### src/rtl/tcw_pkg.sv
// Shared types, constants and codes of the text console character writer.
package tcw_pkg;

   localparam int STORE_BYTES = 4096;
   localparam int ADDR_W      = $clog2(STORE_BYTES);
   localparam int CUR_W       = ADDR_W + 1;
   localparam int BYTE_W      = 8;
   localparam int ROWB_W      = 8;
   localparam int ROWC_W      = 5;
   localparam int CSR_ADDR_W  = 1;
   localparam int CSR_DATA_W  = 8;
   localparam int REQ_TDATA_W = 24;
   localparam int RSP_TDATA_W = 24;
   localparam int BIT_IDX_W   = $clog2(CUR_W);

   localparam logic [BYTE_W-1:0] ATTR_WHITE   = 8'd7;
   localparam logic [BYTE_W-1:0] CH_BACKSPACE = 8'd8;
   localparam logic [BYTE_W-1:0] CH_NEWLINE   = 8'd10;
   localparam logic [BYTE_W-1:0] CH_SPACE     = 8'd32;

   localparam logic [ROWB_W-1:0] ROW_BYTES_RESET = 8'd160;
   localparam logic [ROWC_W-1:0] ROW_COUNT_RESET = 5'd25;

   typedef enum logic [CSR_ADDR_W-1:0] {
      REG_ROW_BYTES = 1'b0,
      REG_ROW_COUNT = 1'b1
   } reg_index_type;

   typedef enum logic {
      KIND_PUT  = 1'b0,
      KIND_READ = 1'b1
   } kind_type;

   typedef enum logic {
      ALU_ADD = 1'b0,
      ALU_SUB = 1'b1
   } alu_op_type;

   typedef struct packed {
      alu_op_type       op;
      logic [CUR_W-1:0] a;
      logic [CUR_W-1:0] b;
   } alu_req_type;

   typedef struct packed {
      logic [CUR_W-1:0] y;
      logic             neg;
   } alu_rsp_type;

   typedef struct packed {
      logic              rd_en;
      logic [ADDR_W-1:0] rd_addr;
      logic              wr_en;
      logic [ADDR_W-1:0] wr_addr;
      logic [BYTE_W-1:0] wr_data;
   } mem_req_type;

   typedef enum logic [4:0] {
      ST_CLEAR,
      ST_IDLE,
      ST_GEOM_ACC,
      ST_GEOM_LAST,
      ST_RD_WAIT,
      ST_PUT_CHK,
      ST_PUT_WR0,
      ST_PUT_WR1,
      ST_BS_START,
      ST_BS_WR0,
      ST_BS_WR1,
      ST_NL_ADD,
      ST_NL_DIV,
      ST_NL_SUB,
      ST_SCROLL_CHK,
      ST_SC_COPY,
      ST_SC_ZERO,
      ST_FINISH
   } state_type;

endpackage

### src/rtl/tcw_alu.sv
// Shared add/subtract unit; the borrow flags a negative difference.
module tcw_alu (
   input  tcw_pkg::alu_req_type req,
   output tcw_pkg::alu_rsp_type rsp
);
   import tcw_pkg::*;

   logic [CUR_W:0] sum;

   always_comb begin
      case (req.op)
         ALU_ADD: sum = {1'b0, req.a} + {1'b0, req.b};
         ALU_SUB: sum = {1'b0, req.a} - {1'b0, req.b};
         default: sum = '0;
      endcase
   end

   assign rsp.y   = sum[CUR_W-1:0];
   assign rsp.neg = sum[CUR_W];

endmodule

### config.mk
export PLATFORM = sky130hd
export DESIGN_NAME = tcw_alu
export DESIGN_NICKNAME = d
export VERILOG_FILES = /design/src/rtl/tcw_pkg.sv /design/src/rtl/tcw_alu.sv
export SDC_FILE = /design/constraint.sdc
export NUM_CORES = 1
export LEC_CHECK = 0
export ABC_AREA = 1
export BUFFER_PORTS_ARGS = -buffer_cell sky130_fd_sc_hd__buf_4
export CORE_MARGIN = 4
export CORE_UTILIZATION = 45
export DETAILED_ROUTE_END_ITERATION = 7
export GPL_TIMING_DRIVEN = 0
export PLACE_DENSITY_LB_ADDON = 0.05
export SYNTH_ARGS = -nofsm -noshare
export SYNTH_HDL_FRONTEND = slang
export SYNTH_SLANG_ARGS = --single-unit
### constraint.sdc
create_clock -name vclk -period 3.8
set_input_delay 0.76 -clock vclk [all_inputs]
set_output_delay 0.76 -clock vclk [all_outputs]
set_load 0.005 [all_outputs]
# Word level (Yosys, flattened, before mapping)
# Cells that the tools add are included.
totals:
  ff_bits: 0
  input_bits: 27
  out_inout_bits: 14
  word_cells: 4
classes:
  add_sub_neg: 2
  mux: 1
  bitwise_logic: 1
ops:
  columns: ["operator", "count"]
  rows:
  - ["one-hot mux 14 bit (2 select lines)", 1]
  - ["adder 13 x 13 -> 14 bit", 1]
  - ["subtractor 13 x 13 -> 14 bit", 1]
  - ["inverter 1 bit", 1]

# Depth between registers and ports, before layout
# Gate-level depths: netlist of the first run.
logic_depth:
  ltp_word: 2
  mapped_depth: 19
  ltp_nobuf: 19

# Least setup slack after synthesis of the first run
# Ideal clock, no wire load.
synth_timing:
  path_kind: "input to output"
  start: "in req[1] (netlist name)"
  end: "out rsp[0] (netlist name)"
  arrival_ns: 2.435
  required_time_ns: 3.040
  slack_ns: 0.605
  stages: 18
  n_path_buf: 0
  path_cell_list: "inv_1 ha_1 inv_1 nor2_1 nand3b_1 nand2_1 nand2_1 xor2_1 inv_1 ha_1 nand2_1 inv_1 nand2_1 nand2_1 a21oi_1 nand2_1 nand2_1 nand2_1"
synth_rtl:
  columns: ["item", "line_no", "rtl"]
  rows:
  - ["from (decl)", "tcw_alu.sv:3", "input tcw_pkg::alu_req_type req,"]
  - ["to (decl)", "tcw_alu.sv:4", "output tcw_pkg::alu_rsp_type rsp"]

==> flow_metrics.tcl, run 1 <==
set metrics [dict create \
    dr.pass1.iters 4 \
    seq_area_um2 0 \
    start_kind "primary input" \
    std_cell_rows 17 \
    yosysMostFrequentCell "nand2_1" \
    gp_congestion 0.807 \
    port_buffers 41 \
    p_seq_frac 0 \
    fill_cells 248 \
    netlist_area_um2 1110 \
    antenna_found_initial 0 \
    finalHoldViolCount 0 \
    sw_frac_of_total 0.510 \
    grt_pass1_wl_um 4550 \
    die_h_um 57.7 \
    synth-adder-area-share 0.176 \
    drive_gt1_frac 0.206 \
    power.density_nw_per_um2 204 \
    finalNonFillerCells 285 \
    outcome "finished, final reports clean" \
    fmax_mhz 278 \
    path_class "in -> out" \
    synth_xor_area_frac 0.118 \
    die_area_um2 3330 \
    synth_simple_gate_area_frac 0.486 \
    vdd_drop_max_mv 0.122 \
    crit_arrival_ns 2.83 \
    first_global_vias 1187 \
    yosysTopAreaCell "nand2_1" \
    via_per_inst 4.78 \
    gr-total-overflow 0 \
    num-nets-final 301 \
    synth_cell_types 22 \
    nFlopsAndLatches 0 \
    netlist_top_cells_area "nand2_1 (25%), ha_1 (16%), inv_1 (15%)" \
    synth_mux_area_frac 0 \
    slew_headroom 0.763 \
    synth_top_family_by_area "simple AND/OR/NAND/NOR gates" \
    maxSlewViolCount 0 \
    critPathRequiredTime_ns 3.04 \
    synthCells 216 \
    period_needed_ns 3.59 \
    finalWorstSetupSlack_ns 0.208 \
    endpoint_kind "primary output" \
    power.switching_uw 154 \
    drc 0 \
    synth_commonest_cells "nand2_1 (74), inv_1 (44), nand3_1 (21)" \
    setup_viol 0 \
    first_iter_violations 39 \
    vias 1361 \
    io_pins 41 \
    start_util 0.488 \
    seq_area_frac_synth 0 \
    netlist.area_leader.share 0.250 \
    track_usage 0.159 \
    worstHoldPathType "in -> out" \
    totalWireLength_um 2580 \
    critPathMaxFanout 5 \
    yosys_warnings 0 \
    leakage_uw 0.000920 \
    p_int_uw 148 \
    place_ws_ns 0.103 \
    period_share 0.945 \
    synth_compound_area_frac 0.0608 \
    dp.cells 285 \
    grt_max_degree 11 \
    syn2layout_area_growth_pct 33.9 \
    syn_nets 258 \
    antenna_cells 0 \
    avgSynthCellArea_um2 5.14 \
    postRouteAntennaNets 0 \
    cap_violations 0 \
    die_w_um 57.7 \
    dpl.hpwl_um 2330 \
    drt-wirelength-per-cell_um 9.05 \
    p_clk_frac 0 \
    clkbuf_count 0 \
    core-area_um2 2280 \
    pwr-share-comb 1.000 \
    max_slew.worst_pin.slew_ns 0.352 \
]
[timing repair]
item / in CTS / in global routing
setup buffers: 0 / 0
setup endpoints to repair: 0 / 7
hold buffers: 0 / 0
resized for setup: 0 / 5
[cells in the final DEF, fill, tap and decap left out, types with 2 or more instances in the layout]
master,n
o21ai_0,2
nand4_1,4
nand3_1,21
nand2_1,72
xnor2_1,4
inv_1,44
nand2_2,4
ha_1,12
xor2_1,11
ha_4,2
a21oi_1,8
buf_4,42
nor2_1,20
[power by group through the flow]
| stage | logic [uW] | clock network [uW] | registers [uW] |
|---|---|---|---|
| CTS | 297 | 0 | 0 |
| finish | 303 | 0 | 0 |
| floorplan | 178 | 0 | 0 |
| detailed placement | 296 | 0 | 0 |
| global route | 347 | 0 | 0 |
| global placement | 294 | 0 | 0 |
[logic make-up after synthesis]
logic type / after synthesis
buffers and inverters: 46
AOI/OAI and AO/OA: 13
and+or+nand+nor: 127
xor gates and xnor gates: 15
adders and majority gates: 15
[stage by stage]
stage / total power, uW / area [um^2] / utilization / setup TNS [ns] / hold WS (ns)
finish: 303 / 1490 / 0.654 / 0 / 1.87
global route: 347 / 1490 / 0.654 / -0.0101 / 1.91
CTS: 297 / 1450 / 0.639 / 0 / 1.88
detailed placement: 296 / 1450 / 0.639 / 0 / 1.88
global placement: 294 / 1450 / 0.639 / 0 / 1.87
floorplan: 178 / 1110 / - / 0 / 1.66
[worst max-delay path, stage by stage]
cell      delay (ns)
buf_4           0.10
inv_1           0.08
ha_1            0.18
inv_1           0.04
nor2_1          0.12
nand3b_1        0.10
nand2_2         0.12
xor2_1          0.15
inv_1           0.05
ha_1            0.37
nand2_1         0.11
inv_2           0.07
nand2_1         0.08
nor3_2          0.14
nand2_2         0.07
nand3_1         0.09
nand2_1         0.05
buf_4           0.12
[per-layer routing]
metal  vias to the layer above  wire length (um)  part of all wire  global-route usage
met1                       578              1270              0.49               0.216
met4                         0                 0                 0                   0
met2                        31              1160              0.45               0.297
met5                         -                 0                 0                   0
met3                         0               150             0.058             0.00223
li1                        752                 -                 -                   -
[area by class of cell]
cell class                      instances  area [um^2]  share of cell area
Buffer                                  1         7.51             0.00505
Inverter                               45          169               0.114
Multi-Input combinational cell        170          968               0.651
Tap cell                               28         35.0              0.0235
Timing Repair Buffer                   41          308               0.207
[path summary, 6_finish.rpt]
kind | startpoint | endpoint | slack [ns] | depth (start not counted)
worst max-delay path | req[1] | rsp[0] | 0.21 | 18
worst min-delay path | req[0] | rsp[1] | 1.87 | 4
(Power assumes the default switching activity.)
==> inputs of run 2 (changes only) <==
--- a/config.mk
+++ b/config.mk
@@ -6,12 +6,13 @@
 export NUM_CORES = 1
 export LEC_CHECK = 0
 export ABC_AREA = 1
-export BUFFER_PORTS_ARGS = -buffer_cell sky130_fd_sc_hd__buf_4
+export BUFFER_PORTS_ARGS = -buffer_cell sky130_fd_sc_hd__buf_2
 export CORE_MARGIN = 4
 export CORE_UTILIZATION = 45
 export DETAILED_ROUTE_END_ITERATION = 7
 export GPL_TIMING_DRIVEN = 0
 export PLACE_DENSITY_LB_ADDON = 0.05
+export SKIP_LAST_GASP = 1
 export SYNTH_ARGS = -nofsm -noshare
 export SYNTH_HDL_FRONTEND = slang
 export SYNTH_SLANG_ARGS = --single-unit
==> flow_metrics.tcl, run 2 (synthesis gave the netlist of run 1 again) <==
set metrics [dict create \
    outcome "finished, final reports clean" \
    hold_path_depth 4 \
    std_cell_rows 17 \
    nFlopsAndLatches 0 \
    finalHoldViolCount 0 \
    drc 0 \
    critPathRequiredTime_ns 3.04 \
    io_pins 41 \
    critPathMaxFanout 5 \
    dpl.hpwl_um 2340 \
    worstHoldPathType "in -> out" \
    via_per_inst 4.65 \
    slew_headroom 0.741 \
    dp.cells 285 \
    final_design_area_no_fill_um2 1380 \
    num-nets-final 301 \
    start_kind "primary input" \
    drt-wirelength-per-cell_um 9.14 \
    postRouteAntennaNets 0 \
    place_ws_ns 0.143 \
    final_core_util 0.607 \
    cts_setup_buffers 0 \
    dpl_cell_area_um2 1350 \
    hp-start "req[0]" \
    layout_commonest_cell "nand2_1" \
    rsz0062_at_grt "false" \
    maxSlewViolCount 0 \
    leakage_uw 0.000884 \
    endpoint_kind "primary output" \
    die_w_um 57.7 \
    final_cell_mix "nand2_1 (73), inv_1 (44), buf_2 (41)" \
    syn2layout_area_growth_pct 24.4 \
    gr-total-overflow 0 \
    seq_area_um2 0 \
    vias 1324 \
    max_slew.worst_pin.slew_ns 0.384 \
    port_buffers 41 \
    period_share 0.928 \
    p_int_uw 119 \
    p_seq_frac 0 \
    dr.pass1.iters 4 \
    period_needed_ns 3.53 \
    track_usage 0.162 \
    multi_input_area_um2 966 \
    path_class "in -> out" \
    fmax_mhz 284 \
    vdd_drop_max_mv 0.111 \
    core-area_um2 2280 \
    gp_congestion 0.816 \
    die_area_um2 3330 \
    power.switching_uw 151 \
    grt_pass1_wl_um 4630 \
    start_util 0.488 \
    p_clk_frac 0 \
    power.density_nw_per_um2 196 \
    antenna_cells 0 \
    hold_buffers 0 \
    first_global_vias 1156 \
    clkbuf_count 0 \
    first_iter_violations 40 \
    sw_frac_of_total 0.560 \
    fin_setup_tns_ns 0 \
    totalWireLength_um 2610 \
    finalNonFillerCells 285 \
    antenna_found_initial 0 \
    finalWorstSetupSlack_ns 0.275 \
    grt_max_degree 11 \
    pwr-share-comb 1.000 \
    setup_viol 0 \
    die_h_um 57.7 \
    hold_end "rsp[1]" \
    fill_cells 280 \
    drive_gt1_frac 0.202 \
    cts_resized 0 \
    cap_violations 0 \
    crit_arrival_ns 2.77 \
]
## run 2: cell counts in the layout (fill, tap and decap cells not counted)
No cell type changed its count.
## run 2: critical path, stage by stage
cell	delay [ns]
buf_2	0.09
inv_1	0.08
ha_1	0.17
inv_1	0.04
nor2_1	0.12
nand3b_1	0.11
nand2_2	0.12
nand2_1	0.08
xor2_1	0.14
inv_1	0.09
ha_4	0.30
nand2_1	0.07
inv_1	0.07
nand2_1	0.07
nor3_2	0.14
nand2_2	0.07
nand2_1	0.06
nand2_1	0.04
nand2_1	0.05
buf_2	0.10
## run 2: per-stage QoR
stage	total power [uW]	hold WS (ns)
5_1_grt	316	1.93
3_5_place_dp	265	1.87
3_3_place_gp	263	1.87
4_1_cts	266	1.87
6_report	270	1.87
2_1_floorplan	178	1.66
## run 2: cell type report
cell class         count  area share
multi-input cells    170       0.699
repair buffers        41       0.148
inverters             45       0.122
well taps             28      0.0253
plain buffers          1     0.00543
## run 2: per-layer routing
layer	vias to the layer above	part of all wire	GRT usage
li1	752	-	-
met1	547	0.50	0.233
met2	25	0.45	0.282
met3	0	0.054	0.00891
met4	0	0	0
met5	-	0	0
## run 2: power by group through the flow
stage	registers [uW]	logic [uW]	clock network, uW
after global routing	0	316	0
after global placement	0	263	0
after CTS	0	266	0
final	0	270	0
after floorplan	0	178	0
after detailed placement	0	265	0
## run 2: worst max-delay path by stage
stage,startpoint,end,slack (ns),depth (start not counted)
2_1_floorplan,req[1],rsp[0],0.61,18
3_3_place_gp,req[1],rsp[0],0.16,20
3_5_place_dp,req[1],rsp[0],0.14,20
4_1_cts,req[1],rsp[0],0.14,20
5_1_grt,req[1],rsp[0],0.01,19
6_report,req[1],rsp[0],0.27,20
